`src/rtl/nibble_handshake_sensor_slave_unit_defines.svh`:
```
// assertion macros shared by the nibble handshake sensor slave rtl
`ifndef NIBBLE_HANDSHAKE_SENSOR_SLAVE_UNIT_DEFINES_SVH
`define NIBBLE_HANDSHAKE_SENSOR_SLAVE_UNIT_DEFINES_SVH

// same-cycle implication, checked outside reset
`define NHSS_ASSERT_NOW(lbl, ante, cons, msg) \
    lbl: assert property (@(posedge i_clk) disable iff (!i_rst_n) (ante) |-> (cons)) \
        else $error(msg);

// next-cycle implication, checked outside reset
`define NHSS_ASSERT_NEXT(lbl, ante, cons, msg) \
    lbl: assert property (@(posedge i_clk) disable iff (!i_rst_n) (ante) |=> (cons)) \
        else $error(msg);

`endif

```
`src/rtl/nhss_pkg.sv`:
```
// shared types, constants and helpers for the nibble handshake sensor slave
`default_nettype none

package nhss_pkg;

    // nibble masks and the released level of the data lines
    localparam logic [7:0] NIB_LO       = 8'h0F;
    localparam logic [7:0] NIB_HI       = 8'hF0;
    localparam logic [3:0] NIB_RELEASED = 4'hF;

    // handshake phases, one-hot
    typedef enum logic [8:0] {
        PH_WAIT_IDLE = 9'b000000001,
        PH_WAIT_ATT  = 9'b000000010,
        PH_LIGHT_LO  = 9'b000000100,
        PH_LIGHT_HI  = 9'b000001000,
        PH_TEMP_LO   = 9'b000010000,
        PH_TEMP_HI   = 9'b000100000,
        PH_SOUND_LO  = 9'b001000000,
        PH_SOUND_HI  = 9'b010000000,
        PH_WAIT_DROP = 9'b100000000
    } t_phase;

    // one sample of the pins and sensors
    typedef struct packed {
        logic       attention;
        logic       strobe_req;
        logic       line_six_in;
        logic [7:0] light_value;
        logic [7:0] temperature_value;
        logic [7:0] sound_value;
    } t_in_item;

    // pin drives and phase after one sample
    typedef struct packed {
        logic [3:0] data_nibble;
        logic       ack_drive_low;
        logic       port_zero_out;
        logic       port_one_out;
        logic [3:0] phase_now;
    } t_result;

    // phase number reported to the user
    function automatic logic [3:0] phase_number(input t_phase ph);
        logic [3:0] num;
        case (ph)
            PH_WAIT_IDLE: num = 4'd0;
            PH_WAIT_ATT:  num = 4'd1;
            PH_LIGHT_LO:  num = 4'd2;
            PH_LIGHT_HI:  num = 4'd3;
            PH_TEMP_LO:   num = 4'd4;
            PH_TEMP_HI:   num = 4'd5;
            PH_SOUND_LO:  num = 4'd6;
            PH_SOUND_HI:  num = 4'd7;
            PH_WAIT_DROP: num = 4'd8;
            default:      num = 4'd0;
        endcase
        return num;
    endfunction

    // upper nibble of a sensor byte
    function automatic logic [3:0] high_nibble(input logic [7:0] v);
        logic [7:0] sh;
        sh = (v & NIB_HI) >> 4;
        return sh[3:0];
    endfunction

    // lower nibble of a sensor byte
    function automatic logic [3:0] low_nibble(input logic [7:0] v);
        logic [7:0] m;
        m = v & NIB_LO;
        return m[3:0];
    endfunction

endpackage

`default_nettype wire

```
`src/rtl/nhss_core.sv`:
```
// handshake state machine: advances one step per accepted sample
`default_nettype none
`include "nibble_handshake_sensor_slave_unit_defines.svh"

module nhss_core (
    input  wire logic             i_clk,
    input  wire logic             i_rst_n,
    input  wire logic             i_accept,
    input  wire nhss_pkg::t_in_item i_item,
    output nhss_pkg::t_result     o_result
);

    nhss_pkg::t_phase r_phase, n_phase;
    logic [7:0] r_light, n_light;
    logic [7:0] r_temp, n_temp;
    logic [7:0] r_sound, n_sound;
    logic       r_pend_zero, n_pend_zero;
    logic       r_pend_one, n_pend_one;
    logic       r_port_zero, n_port_zero;
    logic       r_port_one, n_port_one;
    logic [3:0] r_nibble, n_nibble;
    logic       r_ack_low, n_ack_low;

    // next state for one sample
    always_comb begin
        n_phase     = r_phase;
        n_light     = r_light;
        n_temp      = r_temp;
        n_sound     = r_sound;
        n_pend_zero = r_pend_zero;
        n_pend_one  = r_pend_one;
        n_port_zero = r_port_zero;
        n_port_one  = r_port_one;
        n_nibble    = r_nibble;
        n_ack_low   = r_ack_low;
        case (r_phase)
            nhss_pkg::PH_WAIT_ATT: begin
                if (i_item.attention) begin
                    n_light   = i_item.light_value;
                    n_temp    = i_item.temperature_value;
                    n_sound   = i_item.sound_value;
                    n_ack_low = 1'b1;
                    n_phase   = nhss_pkg::PH_LIGHT_LO;
                end
            end
            nhss_pkg::PH_LIGHT_LO, nhss_pkg::PH_TEMP_LO, nhss_pkg::PH_SOUND_LO: begin
                if (!i_item.strobe_req) begin
                    if (r_phase == nhss_pkg::PH_LIGHT_LO) begin
                        n_nibble  = nhss_pkg::low_nibble(r_light);
                        n_ack_low = 1'b0;
                        n_phase   = nhss_pkg::PH_LIGHT_HI;
                    end else if (r_phase == nhss_pkg::PH_TEMP_LO) begin
                        n_nibble    = nhss_pkg::low_nibble(r_temp);
                        n_pend_zero = i_item.line_six_in;
                        n_phase     = nhss_pkg::PH_TEMP_HI;
                    end else begin
                        n_nibble   = nhss_pkg::low_nibble(r_sound);
                        n_pend_one = i_item.line_six_in;
                        n_phase    = nhss_pkg::PH_SOUND_HI;
                    end
                end else if (!i_item.attention) begin
                    // abort: release lines, keep port outputs
                    n_nibble  = nhss_pkg::NIB_RELEASED;
                    n_ack_low = 1'b0;
                    n_phase   = nhss_pkg::PH_WAIT_ATT;
                end
            end
            nhss_pkg::PH_LIGHT_HI, nhss_pkg::PH_TEMP_HI, nhss_pkg::PH_SOUND_HI: begin
                if (i_item.strobe_req) begin
                    if (r_phase == nhss_pkg::PH_LIGHT_HI) begin
                        n_nibble = nhss_pkg::high_nibble(r_light);
                        n_phase  = nhss_pkg::PH_TEMP_LO;
                    end else if (r_phase == nhss_pkg::PH_TEMP_HI) begin
                        n_nibble = nhss_pkg::high_nibble(r_temp);
                        n_phase  = nhss_pkg::PH_SOUND_LO;
                    end else begin
                        n_nibble = nhss_pkg::high_nibble(r_sound);
                        n_phase  = nhss_pkg::PH_WAIT_DROP;
                    end
                end else if (!i_item.attention) begin
                    n_nibble  = nhss_pkg::NIB_RELEASED;
                    n_ack_low = 1'b0;
                    n_phase   = nhss_pkg::PH_WAIT_ATT;
                end
            end
            nhss_pkg::PH_WAIT_DROP: begin
                if (!i_item.attention) begin
                    n_port_zero = r_pend_zero;
                    n_port_one  = r_pend_one;
                    n_nibble    = nhss_pkg::NIB_RELEASED;
                    n_ack_low   = 1'b0;
                    n_phase     = nhss_pkg::PH_WAIT_ATT;
                end
            end
            default: begin
                // after reset: wait for attention inactive
                n_phase = i_item.attention ? nhss_pkg::PH_WAIT_IDLE : nhss_pkg::PH_WAIT_ATT;
            end
        endcase
    end

    // state registers, advanced on each input transaction
    always_ff @(posedge i_clk) begin
        if (!i_rst_n) begin
            r_phase     <= nhss_pkg::PH_WAIT_IDLE;
            r_light     <= 8'h00;
            r_temp      <= 8'h00;
            r_sound     <= 8'h00;
            r_pend_zero <= 1'b0;
            r_pend_one  <= 1'b0;
            r_port_zero <= 1'b0;
            r_port_one  <= 1'b0;
            r_nibble    <= nhss_pkg::NIB_RELEASED;
            r_ack_low   <= 1'b0;
        end else if (i_accept) begin
            r_phase     <= n_phase;
            r_light     <= n_light;
            r_temp      <= n_temp;
            r_sound     <= n_sound;
            r_pend_zero <= n_pend_zero;
            r_pend_one  <= n_pend_one;
            r_port_zero <= n_port_zero;
            r_port_one  <= n_port_one;
            r_nibble    <= n_nibble;
            r_ack_low   <= n_ack_low;
        end
    end

    // result of this step, from the post-step state
    always_comb begin
        o_result.data_nibble   = n_nibble;
        o_result.ack_drive_low = n_ack_low;
        o_result.port_zero_out = n_port_zero;
        o_result.port_one_out  = n_port_one;
        o_result.phase_now     = nhss_pkg::phase_number(n_phase);
    end

    // acknowledge is held low only between capture and the first nibble
    `NHSS_ASSERT_NOW(a_ack_only_first, r_ack_low, r_phase == nhss_pkg::PH_LIGHT_LO, "ack low outside first phase")
    // data lines released whenever no transfer runs
    `NHSS_ASSERT_NOW(a_idle_released, (r_phase == nhss_pkg::PH_WAIT_IDLE) || (r_phase == nhss_pkg::PH_WAIT_ATT), r_nibble == nhss_pkg::NIB_RELEASED, "data lines driven while idle")
    // port outputs only move at the end of a full transfer
    `NHSS_ASSERT_NEXT(a_port_hold, !(i_accept && (r_phase == nhss_pkg::PH_WAIT_DROP)), $stable(r_port_zero) && $stable(r_port_one), "port output changed outside transfer end")

endmodule

`default_nettype wire

```
`src/rtl/nibble_handshake_sensor_slave_unit.sv`:
```
// top level: stream ports, handshake core and two-entry result buffer
// Each input transaction is one sample of the pins and sensors and yields exactly one
// result transaction; an item is accepted every cycle while s_axis_tready is high.
// The handshake core advances its state machine in the cycle of acceptance; the
// result goes into an output register backed by one skid entry, so intake goes on
// for one more item while the output side stalls, and s_axis_tready drops only while
// the skid entry is full. No reset sweep; ready right after reset.
`default_nettype none
`include "nibble_handshake_sensor_slave_unit_defines.svh"

module nibble_handshake_sensor_slave_unit (
    input  wire logic        i_clk,
    input  wire logic        i_rst_n,
    input  wire logic        i_s_axis_tvalid,
    output logic             o_s_axis_tready,
    // attention, strobe_req, line_six_in, light_value[7:0],
    // temperature_value[7:0], sound_value[7:0], zero fill
    input  wire logic [31:0] i_s_axis_tdata,
    output logic             o_m_axis_tvalid,
    input  wire logic        i_m_axis_tready,
    // data_nibble[3:0], ack_drive_low, port_zero_out, port_one_out,
    // phase_now[3:0], zero fill
    output logic [15:0]      o_m_axis_tdata
);

    nhss_pkg::t_in_item in_item;
    nhss_pkg::t_result  step_result;
    logic               in_accept;
    logic               out_fire;

    nhss_pkg::t_result  r_out, r_skid;
    logic               r_out_valid, r_skid_valid;

    // unpack the input transaction
    always_comb begin
        in_item.attention         = i_s_axis_tdata[0];
        in_item.strobe_req        = i_s_axis_tdata[1];
        in_item.line_six_in       = i_s_axis_tdata[2];
        in_item.light_value       = i_s_axis_tdata[10:3];
        in_item.temperature_value = i_s_axis_tdata[18:11];
        in_item.sound_value       = i_s_axis_tdata[26:19];
    end

    assign o_s_axis_tready = !r_skid_valid;
    assign in_accept       = i_s_axis_tvalid && o_s_axis_tready;
    assign out_fire        = r_out_valid && i_m_axis_tready;

    nhss_core u_core (
        .i_clk    (i_clk),
        .i_rst_n  (i_rst_n),
        .i_accept (in_accept),
        .i_item   (in_item),
        .o_result (step_result)
    );

    // result buffer valid flags
    always_ff @(posedge i_clk) begin
        if (!i_rst_n) begin
            r_out_valid  <= 1'b0;
            r_skid_valid <= 1'b0;
        end else if (out_fire && r_skid_valid) begin
            r_skid_valid <= 1'b0;
        end else if (in_accept) begin
            if (!r_out_valid || out_fire) begin
                r_out_valid <= 1'b1;
            end else begin
                r_skid_valid <= 1'b1;
            end
        end else if (out_fire) begin
            r_out_valid <= 1'b0;
        end
    end

    // result buffer payload
    always_ff @(posedge i_clk) begin
        if (out_fire && r_skid_valid) begin
            r_out <= r_skid;
        end else if (in_accept) begin
            if (!r_out_valid || out_fire) begin
                r_out <= step_result;
            end else begin
                r_skid <= step_result;
            end
        end
    end

    // pack the output transaction
    assign o_m_axis_tvalid = r_out_valid;
    assign o_m_axis_tdata  = {5'b00000, r_out.phase_now, r_out.port_one_out,
                              r_out.port_zero_out, r_out.ack_drive_low, r_out.data_nibble};

    // skid entry never holds data ahead of an empty output register
    `NHSS_ASSERT_NOW(a_skid_behind_out, r_skid_valid, r_out_valid, "skid full with output empty")
    // an accepted item into an empty buffer is offered next cycle
    `NHSS_ASSERT_NEXT(a_result_offered, in_accept && !r_out_valid, r_out_valid && !r_skid_valid, "accepted item not offered")
    // draining the output moves the skid entry forward
    `NHSS_ASSERT_NEXT(a_skid_drains, r_skid_valid && out_fire, !r_skid_valid && r_out_valid, "skid entry not drained")

endmodule

`default_nettype wire

```
`config.mk`:
```
export PLATFORM = sky130hd
export DESIGN_NAME = nibble_handshake_sensor_slave_unit
export DESIGN_NICKNAME = d
export VERILOG_FILES = /design/src/rtl/nhss_pkg.sv /design/src/rtl/nhss_core.sv /design/src/rtl/nibble_handshake_sensor_slave_unit.sv
export VERILOG_INCLUDE_DIRS = /design/src /design/src/rtl
export SDC_FILE = /design/constraint.sdc
export NUM_CORES = 1
export LEC_CHECK = 0
export BUFFER_PORTS_ARGS = -buffer_cell sky130_fd_sc_hd__buf_2
export CORE_ASPECT_RATIO = 0.5
export CORE_MARGIN = 2
export CORE_UTILIZATION = 55
export CTS_CLUSTER_SIZE = 16
export DETAILED_ROUTE_END_ITERATION = 8
export PLACE_DENSITY = 0.85
export SYNTH_ARGS = -nofsm -noshare
export SYNTH_HDL_FRONTEND = slang
export SYNTH_SLANG_ARGS = --single-unit
```
`constraint.sdc`:
```
create_clock -name i_clk -period 5.95 [get_ports i_clk]
set_clock_uncertainty 0.05 [all_clocks]
set_input_delay 1.785 -clock i_clk [delete_from_list [all_inputs] [get_ports i_clk]]
set_output_delay 1.785 -clock i_clk [all_outputs]
set_load 0.01 [all_outputs]
```
==> impl_metrics.toml <==
[outcome]
outcome = "finished, final reports clean"

[timing]
slew_headroom = 0.319
finalCritPeriodShare = 0.586
setup_viol = 0
max_slew.worst_pin.slew_ns = 1.02
drv_slew = 0
max_freq_ghz = 0.287
hold_viol = 0
rsz0062_at_grt = "false"
setup_tns_ns = 0
fin_crit_ns = 3.48
timing.final.ws_setup_ns = 2.47

[global_route]
antenna_found_initial = 0
grt_pass1_vias = 2792
grt_usage = 0.270
grt_max_degree = 38
grt_pass1_wl_um = 13600
grt-ovfl-total = 0

[synthesis]
ys_top_cells_by_area = "dfxtp_1 (27%), edfxtp_1 (20%), nand2_1 (6.9%)"
synth_top_area_frac = 0.266
synth_edf_count = 22
ys.flop_type = "dfxtp_1"
async_flop_share = 0
synth_seq_cells = 66
yosysSeqAreaShare = 0.465
avgSynthCellArea_um2 = 8.72
syn_area_um2 = 3310
synth_top_area_cell = "dfxtp_1"
synth.distinct_cells = 59
ys_warn_count = 0
synth_cells = 380

[pwr]
switching_power_mw = 0.274
internal_power_mw = 0.986
powerDensity_nw_per_um2 = 323
p_sw_frac = 0.217
pwr-share-clk = 0.526
irDropWorstVdd_mv = 0.214
share_comb_of_total_power = 0.080
p_leak_nw = 1.44
seqPwrFrac = 0.394

[die]
die_y_um = 58.9
dieArea_um2 = 6700
io_pins = 54
fp-row-count = 19
fp.coreArea_um2 = 5660
start_util = 0.586
chipWidth_um = 114

[placed_design]
place_hpwl_um = 5910
dp_slack_ns = 2.16
routabilityCongestion = 0.926
port-buffer-count = 43

[routing]
drt-initial-drc-count = 254
routed_wl_um = 8350
drtPass1Iterations = 5
vias = 3003
viasPerCell = 6.13
drc = 0
avgRoutedWirePerCell_um = 17.0
drtAntennaViolNets = 0

[setup_path]
cpMaxStageDelayCell = "or3_1"
arrival_ns = 3.52
critical_path.top_delay_family = "simple AND/OR/NAND/NOR gates"
slowest_delay_ns = 0.47
crit_required_ns = 5.99
crit_start = "i_s_axis_tdata[1]"
cp_max_fo = 10
end_kind = "register"
critPathLaunchType = "primary input"
reg2reg_from = "u_core.r_phase[5]"
cp_cell_sequence = "buf_2 -> clkinv_1 -> or3_1 -> and2_1 -> a211o_1 -> mux2_2"
crit_type = "primary input to register"
crit_buf_inv = 2

[final_layout]
area_growth_pct = 17.6
nets = 448
final-seq-area_um2 = 1540
drive_gt1_frac = 0.180
multiInputGateArea_um2 = 1610
n_fill_cell = 464
antenna_cells = 0

[clocking]
insertion_delay_ns = 0.34
cts_tree = "done"
cts.repair.resized = 0
postCtsSetupRepairBufs = 0
clockBufferDepth = 2
clk_pin_slew_ns = 0.06
holdBufCountCts = 0
cts_root_buf = "clkbuf_16"
htreeDepth = 3
clkSinkCount = 66
numCtsBuffers = 9

[min_path]
hp-start = "u_core.r_sound[5]"
hp-class = "register to register"

[flow_run]
max_cap_violations = 0
## state kept, by name, summed over array words and instances (netlist names)
register,flops
o_m_axis_tdata,11
r_skid,11
u_core.r_phase,9
u_core.r_light,8
u_core.r_sound,8
u_core.r_temp,8
u_core.r_nibble,4
o_m_axis_tvalid,1
r_skid_valid,1
u_core.r_ack_low,1
u_core.r_pend_one,1
u_core.r_pend_zero,1
u_core.r_port_one,1
u_core.r_port_zero,1
## layout by cell type, fill, tap and decap left out, types with 6 or more instances in the layout
| master | Yosys | final |
|---|---|---|
| a211oi_1 | 6 | 6 |
| a21oi_1 | 43 | 43 |
| buf_2 | 8 | 43 |
| clkbuf_16 | 0 | 9 |
| dfxtp_1 | 44 | 44 |
| edfxtp_1 | 22 | 22 |
| inv_1 | 10 | 10 |
| mux2_2 | 8 | 8 |
| mux2i_1 | 8 | 8 |
| nand2_1 | 61 | 61 |
| nand3_1 | 13 | 13 |
| nor2_1 | 25 | 25 |
| nor3_1 | 11 | 11 |
| o21ai_0 | 12 | 12 |
| o22ai_1 | 6 | 6 |
## per-stage QoR
stage | power, mW | util | hold slack, ns | std cells | area, µm²
floorplan | 0.571 | - | 0.378 | 384 | 3330
global placement | 0.599 | 0.622 | 0.391 | 474 | 3520
detailed placement | 0.603 | 0.622 | 0.402 | 474 | 3520
CTS | 1.27 | 0.689 | 0.409 | 490 | 3900
global route | 1.30 | 0.689 | 0.428 | 490 | 3900
finish | 1.26 | 0.689 | 0.408 | 490 | 3900
## cell usage after synthesis (3+ instances only)
cell      number
mux2_2         8
dfxtp_1       44
edfxtp_1      22
and3_1         3
o22a_1         3
a22oi_1        4
nor4_1         3
buf_4          5
clkbuf_1      15
o22ai_1        6
nand4_1        5
inv_1         10
nor2_1        25
o21a_1         5
a21oi_1       43
a211oi_1       6
buf_2          8
o31a_1         3
nor2b_1        5
and2_1         4
nand3_1       13
a31oi_1        3
nand2_1       61
nand2b_1       3
mux2i_1        8
o21ai_0       12
nor3_1        11
## kinds of logic after synthesis
logic type,count (synthesis),synth area share
compound gates,107,0.208
xor+xnor,2,0.00529
mux,16,0.0513
other cells,1,0.00113
simple gates,148,0.216
flops,66,0.465
buf+inv,40,0.0540
## power groups by stage
stage | Clock [mW] | Combinational (mW) | Sequential (mW)
6_report | 0.663 | 0.101 | 0.496
3_5_place_dp | 0 | 0.0985 | 0.505
2_1_floorplan | 0 | 0.0679 | 0.503
5_1_grt | 0.688 | 0.111 | 0.498
4_1_cts | 0.672 | 0.0992 | 0.496
3_3_place_gp | 0 | 0.0955 | 0.504
## final timing paths
check	to	slack, ns	cells after the start
setup reg to reg	o_m_axis_tdata[0]	3.11	6
hold / removal	u_core.r_sound[5]	0.41	2
hold reg to reg	u_core.r_sound[5]	0.41	2
setup / recovery	o_m_axis_tdata[3]	2.47	6
## layer usage
layer / track usage / routed length [µm] / vias to the layer above
met1: 0.367 / 3870 / 1405
met3: 0.0855 / 673 / 12
met2: 0.411 / 3690 / 142
met4: 0.0958 / 104 / 0
li1: - / - / 1444
met5: 0 / 0 / -
## worst reg2reg max path, stage by stage (launching register included)
cell and delay, ns:
dfxtp_1 0.78, nand2b_4 0.30, o22a_1 0.24, nor2_1 0.14
a2111oi_0 0.56, o31ai_1 0.22, mux2_2 0.30
## area by class of cell
cell class / instances / share of cell area
clock inverter: 6 / 0.0350
inverter: 11 / 0.0106
tap: 73 / 0.0234
sequential: 66 / 0.396
clock buffer: 10 / 0.0613
timing repair buffer: 46 / 0.0610
multi-input combinational: 278 / 0.413
Note: power is estimated with default switching activity, not from simulation.
